**src/hw/rtl/sfid_pkg.sv**
```systemverilog
package sfid_pkg;

    localparam int SAMPLE_BITS    = 24;
    localparam int PHASE_BITS     = 32;
    localparam int START_BITS     = 16;
    localparam int DEPTH_BITS     = 19;
    localparam int GAIN_BITS      = 16;
    localparam int SINE_BITS      = 16;
    localparam int CFG_DATA_BITS  = 32;
    localparam int CFG_INDEX_BITS = 2;

    // depth * (32768 + sine) >> 15 keeps one more bit than depth
    localparam int TAU_BITS  = DEPTH_BITS + 1;
    // 256*s0 + frac*(s1 - s0)
    localparam int ACC_BITS  = SAMPLE_BITS + 10;
    localparam int WET_PROD_BITS = ACC_BITS + GAIN_BITS + 1;
    localparam int WET_SHIFT = 23;
    localparam int WET_BITS  = WET_PROD_BITS - WET_SHIFT;
    localparam int SUM_BITS  = WET_BITS + 1;

    localparam logic [PHASE_BITS-1:0] PHASE_STEP_RESET = 32'd22370;
    localparam logic [START_BITS-1:0] START_PHASE_RESET = 16'd0;
    localparam logic [DEPTH_BITS-1:0] DEPTH_RESET = 19'd24000;
    localparam logic [GAIN_BITS-1:0]  GAIN_RESET  = 16'd32768;

    localparam logic signed [SAMPLE_BITS-1:0] SAMPLE_MAX = {1'b0, {(SAMPLE_BITS-1){1'b1}}};
    localparam logic signed [SAMPLE_BITS-1:0] SAMPLE_MIN = {1'b1, {(SAMPLE_BITS-1){1'b0}}};

    // sine table generation, Q28 Taylor series
    localparam longint TWO_PI_Q28 = 64'sd1686629713;
    localparam longint Q28_ONE    = 64'sd268435456;
    localparam longint Q15_DIV    = 64'sd8192;
    localparam longint Q15_HALF   = 64'sd4096;
    localparam longint SINE_HI    = 64'sd32767;
    localparam longint SINE_LO    = -64'sd32768;
    localparam int TAYLOR_TERMS   = 10;
    localparam longint TAYLOR_DIV [TAYLOR_TERMS] =
        '{64'sd6, 64'sd20, 64'sd42, 64'sd72, 64'sd110,
          64'sd156, 64'sd210, 64'sd272, 64'sd342, 64'sd420};

    typedef enum logic [CFG_INDEX_BITS-1:0] {
        CFG_PHASE_STEP  = 2'd0,
        CFG_START_PHASE = 2'd1,
        CFG_DEPTH       = 2'd2,
        CFG_GAIN        = 2'd3
    } sfid_cfg_index_t;

    typedef struct packed {
        logic signed [SAMPLE_BITS-1:0] left_in;
        logic signed [SAMPLE_BITS-1:0] right_in;
    } sfid_in_t;

    typedef struct packed {
        logic signed [SAMPLE_BITS-1:0] left_out;
        logic signed [SAMPLE_BITS-1:0] right_out;
    } sfid_out_t;

    typedef enum logic [2:0] {
        S_IDLE,
        S_TAU,
        S_ADDR,
        S_RD0,
        S_RD1,
        S_ACC,
        S_GAIN,
        S_MIX
    } sfid_state_t;

    typedef struct packed {
        logic accept;
        logic calc_tau;
        logic calc_addr;
        logic rd_second;
        logic latch_s0;
        logic calc_acc;
        logic calc_gain;
        logic load_out;
    } sfid_cmd_t;

    // angle in Q28, result Q1.15
    function automatic logic signed [SINE_BITS-1:0] sine_of_angle(input longint x);
        longint x2;
        longint term;
        longint sum;
        longint q;
        x2   = (x * x) / Q28_ONE;
        term = x;
        sum  = 0;
        for (int n = 0; n < TAYLOR_TERMS; n++)
        begin
            sum  = sum + term;
            term = -((term * x2) / Q28_ONE) / TAYLOR_DIV[n];
        end
        if (sum >= 0)
        begin
            q = (sum + Q15_HALF) / Q15_DIV;
        end
        else
        begin
            q = (sum - Q15_HALF) / Q15_DIV;
        end
        if (q > SINE_HI)
        begin
            q = SINE_HI;
        end
        if (q < SINE_LO)
        begin
            q = SINE_LO;
        end
        return SINE_BITS'(q);
    endfunction

endpackage

```
**src/hw/rtl/sfid_ctrl.sv**
```systemverilog
module sfid_ctrl
    import sfid_pkg::*;
(
    input  logic      clk,
    input  logic      rst_n,
    input  logic      in_valid,
    output logic      in_stall,
    output logic      out_valid,
    input  logic      out_stall,
    output sfid_cmd_t cmd
);

    sfid_state_t state_reg;
    sfid_state_t state_next;
    logic        out_valid_reg;
    logic        out_valid_next;
    logic        out_free;

    assign out_free = !out_valid_reg || !out_stall;

    always_comb
    begin
        state_next = state_reg;
        case (state_reg)
            S_IDLE:
            begin
                if (in_valid)
                begin
                    state_next = S_TAU;
                end
            end
            S_TAU:  state_next = S_ADDR;
            S_ADDR: state_next = S_RD0;
            S_RD0:  state_next = S_RD1;
            S_RD1:  state_next = S_ACC;
            S_ACC:  state_next = S_GAIN;
            S_GAIN: state_next = S_MIX;
            S_MIX:
            begin
                if (out_free)
                begin
                    state_next = S_IDLE;
                end
            end
            default: state_next = S_IDLE;
        endcase
    end

    always_comb
    begin
        cmd = '0;
        case (state_reg)
            S_IDLE: cmd.accept    = in_valid;
            S_TAU:  cmd.calc_tau  = 1'b1;
            S_ADDR: cmd.calc_addr = 1'b1;
            S_RD0:  cmd.rd_second = 1'b0;
            S_RD1:
            begin
                cmd.rd_second = 1'b1;
                cmd.latch_s0  = 1'b1;
            end
            S_ACC:  cmd.calc_acc  = 1'b1;
            S_GAIN: cmd.calc_gain = 1'b1;
            S_MIX:  cmd.load_out  = out_free;
            default: cmd = '0;
        endcase
    end

    always_comb
    begin
        out_valid_next = out_valid_reg;
        if (cmd.load_out)
        begin
            out_valid_next = 1'b1;
        end
        else if (!out_stall)
        begin
            out_valid_next = 1'b0;
        end
    end

    always_ff @(posedge clk or negedge rst_n)
    begin
        if (!rst_n)
        begin
            state_reg     <= S_IDLE;
            out_valid_reg <= 1'b0;
        end
        else
        begin
            state_reg     <= state_next;
            out_valid_reg <= out_valid_next;
        end
    end

    assign in_stall  = (state_reg != S_IDLE);
    assign out_valid = out_valid_reg;

endmodule

```
**config.mk**
```make
export PLATFORM = sky130hd
export DESIGN_NAME = sfid_ctrl
export DESIGN_NICKNAME = d
export VERILOG_FILES = /design/src/hw/rtl/sfid_pkg.sv /design/src/hw/rtl/sfid_ctrl.sv
export SDC_FILE = /design/constraint.sdc
export NUM_CORES = 1
export LEC_CHECK = 0
export ABC_AREA = 0
export BUFFER_PORTS_ARGS = -buffer_cell sky130_fd_sc_hd__clkbuf_2
export CAP_MARGIN = 20
export CORE_AREA = 2 2 39 41
export DETAILED_ROUTE_END_ITERATION = 7
export DIE_AREA = 0 0 41 43
export GPL_ROUTABILITY_DRIVEN = 0
export HOLD_SLACK_MARGIN = 0.06
export SYNTH_ARGS = -nofsm -noshare
export SYNTH_HDL_FRONTEND = slang
export SYNTH_SLANG_ARGS = --single-unit
```
**constraint.sdc**
```tcl
create_clock -name clk -period 1.8 [get_ports clk]
set_input_delay 0.09 -clock clk [delete_from_list [all_inputs] [get_ports clk]]
set_output_delay 0.09 -clock clk [all_outputs]
set_load 0.01 [all_outputs]
```
Word level (Yosys, flattened, before mapping)
Index checks and enable logic that the tools add are counted.

storage, ports and cells
  register bits after elaboration = 4
  input bits = 4

cells by class
  equal/unequal tests = 10
  muxes and demuxes = 12
  reduce and logical (&&, ||, !) cells = 6

operators with widths
  kind                                                              number
  3-bit one-hot mux with 8 select lines                             1
  3-bit == test (second input constant)                             4
  1-bit 2-to-1 mux                                                  9
  3-bit by 2-bit == test with 1-bit output (second input constant)  2
  3-bit 2-to-1 mux                                                  2
  2-bit != test (second input constant)                             2
  3-bit by 1-bit == test with 1-bit output (second input constant)  1
  3-bit zero test                                                   1
  3-bit nonzero test                                                1
  1-bit zero test                                                   2
  2-bit by 1-bit != test with 1-bit output (second input constant)  1
  2-bit AND reduction                                               1
  1-bit logical OR                                                  1

Longest topological paths before layout
  word-level depth = 4
  mapped depth = 4

Worst setup path after synthesis
Ideal clock, no wire load.

  path kind = register -> output
  from = register state_reg[0]
  to = output port cmd[7] (netlist bit)
  data arrival time = 1.015 ns
  path slack = 0.695 ns
  stages on the path, launching flop included = 4
  path buffers = 1
  cells stage by stage = dfrtp_1 buf_6 or3_4 nor2_2

RTL lines
  element                 RTL line         text
  from (decl)             sfid_ctrl.sv:13  sfid_state_t state_reg;
  from (signal assigned)  sfid_ctrl.sv:91  state_reg <= state_next;
  to (decl)               sfid_ctrl.sv:10  output sfid_cmd_t cmd

==> key figures <==
Worst setup path
  – CP Cell Sequence: or3_4, nor2_2, clkbuf_2
  – Crit path DAT: 1.32 ns
  – Reg2reg start: state_reg[0]
  – Critical path class: flop to output pin
  – CP max FO: 10
  – Crit path to: cmd[7]
  – Crit. End Element: output pin
  – Flop2flop setup slack: 0.81 ns
  – End of the worst register-to-register path: out_valid
  – Crit path from: state_reg[0]
  – Crit start category: flop
  – Worst EP required: roughly 1.7 ns
  – CP peak stage delay: about 0.46 ns
  – R2R cell count: 2
  – Crit path max-delay cell type: dfrtp_1

STA
  – Crit share post-route: 0.783
  – Final setup fails: 0
  – Max Clk Rate: just over 700 MHz
  – Final Hold Viols: 0
  – Sum Neg Setup Slack: 0 ns
  – RSZ-0062 raised after global routing: false
  – Fin crit period: around 1.4 ns
  – Hold slack: 0.130 ns
  – Max-slew headroom: 0.804
  – Fin. max-slew vios: 0
  – Clock skew: between 0.004 and 0.005 ns
  – Worst Tran Pin Value: 0.294 ns

Clock network
  – Post_cts resized: 0
  – Clock Tree Buf Depth: 2
  – Clk sinks: 4
  – Worst skew pair latency: about 0.23 ns
  – Clock buffer count from CTS: 3
  – CTS tree: yes
  – H-Tree Depth: 1
  – Post-CTS setup buffer count: 0
  – Root Driver: clkbuf_4
  – Clk slew on worst S/H paths: around 0.04 ns

Logic synthesis
  – Library cells used by synthesis: 19
  – Commonest cells post-synth: dfrtp_1, a21oi_1
  – Netlist Area Pre-Place: 259 um2
  – Gate Count Post-Synth: 28
  – Syn avg cell area: approximately 9.2 um2
  – Area leader, netlist: dfrtp_1
  – Asr flop ratio synth: 1.00
  – Synth warnings: 0
  – Cell with the most instances after synthesis: dfrtp_1
  – Register area share after synthesis: 0.386
  – Area contributors post-synth: dfrtp_1, a21oi_1, buf_4, nor3b_1, and2_1
  – EDFF count, synth: 0
  – Post-Syn Nets: 32
  – Yosys reg bits: 4
  – Synth top area share: 0.386
  – Predominant post-synthesis flop cell: dfrtp_1

Floorplan
  – Chip Width: 41 um
  – IO Pins: 14
  – FP Rows: 14
  – Die area: between 0.0015 and 0.002 mm2
  – Initial Util: 0.187
  – CORE AREA: 0.00138 mm2
  – Die height: 43 um

Global routing
  – Initial antenna violation count: 0
  – GRT Util Overall: 0.0746
  – Vias in the first global route: 208
  – First-pass GRT wire length: ~900 um
  – Largest net degree at the start of global routing: 12
  – Remaining Overflow, GRT: 0

Place
  – Dpl cell area: about 310 um2
  – DPL Wire Length: between 300 and 400 um
  – Port bufs: 13

Min path
  – Hold/Removal Path Class: primary input to flop

Finish
  – P&R area growth vs syn: 33.3%
  – Antenna diodes: 0
  – Share of cells above drive strength 1: 0.488
  – Fillers: 151
  – Post-route cell area: 345 um2
  – Final #Nets: 47
  – Fin util: 0.250
  – Max reg flops: 3

Detailed routing
  – Remaining DRCs: 0
  – Post-route ant nets: 0
  – Total Wirelength: around 530 um
  – Via count: 240
  – First-pass DRT Iterations: 4
  – DRT iter0 DRCs: 8
  – Routed wire per std cell: just over 9 um
  – Drt via density: between 4 and 5

Power and ir drop
  – PwrDens: approximately 1800 mW/mm2
  – Max VDD drop: ~0.00065 V
  – Static leakage: 0.176 nW

Flow run
  – Max Cap Viol: 0

Status
  – Status: finished, final reports clean
layer usage:
layer	vias up	wire (um)	GRT usage
met5	-	0	0
met4	0	0	0.0400
met3	0	33	0.0314
met2	7	243	0.0938
met1	109	253	0.104
li1	124	-	-
final cells by class:
cell class	instances	area, um2	area share
timing repair buffer	14	75.1	0.217
multi-input combinational	18	120	0.348
sequential	4	100	0.290
clock buffer	3	22.5	0.0652
inverter	2	7.51	0.0217
tap	16	20.0	0.0580
worst min-delay path by stage:
stage | from | to | slack (ns) | depth (start not counted)
floorplan | rst_n | out_valid | -0.21 | 0
global placement | rst_n | out_valid | -0.10 | 1
detailed placement | rst_n | state_reg[1] | -0.10 | 1
CTS | out_stall | out_valid | 0.12 | 2
global route | out_stall | out_valid | 0.16 | 2
finish | out_stall | out_valid | 0.13 | 2
cells in the final DEF, fill, tap and decap left out, types with 2 or more instances in the layout:
| cell type | count |
|---|---|
| clkbuf_2 | 13 |
| nor3b_1 | 2 |
| clkbuf_4 | 3 |
| and2_1 | 2 |
| a21oi_1 | 3 |
| dfrtp_1 | 4 |
| inv_1 | 2 |
stage by stage:
step | setup slack [ns] | instances | power [mW]
2_1_floorplan | 0.695 | 28 | 0.453
3_5_place_dp | 0.637 | 53 | 0.512
4_1_cts | 0.382 | 57 | 0.627
5_1_grt | 0.301 | 57 | 0.685
6_report | 0.391 | 57 | 0.620
3_3_place_gp | 0.646 | 53 | 0.505
cell families (layout without fill, tap and decap cells):
family                 after synthesis  count (layout)  share of synthesized area
AND/OR/NAND/NOR                     11              11                      0.285
flip-flops                           4               4                      0.386
buffers and inverters                6              19                      0.150
AO/OA/AOI/OAI                        7               7                      0.179
where the power goes:
| part | leakage [nW] | internal, mW | switching (mW) |
|---|---|---|---|
| clock network | 0.0138 | 0.0743 | 0.0325 |
| logic | 0.115 | 0.148 | 0.146 |
| registers | 0.0468 | 0.135 | 0.0833 |
worst max-delay path, delay by kind of cell, from the launching register on:
family	cells	cell delay [ns]
buffers and inverters	1	0.13
DFF	1	0.46
and+or+nand+nor	2	0.50
what timing repair did:
action | 4_1_cts | 5_1_grt
hold buffers | 1 | 0
endpoints found under the setup margin | 0 | 0
hold endpoints to repair | 4 | 0
Note: power is estimated with default switching activity, not from simulation.
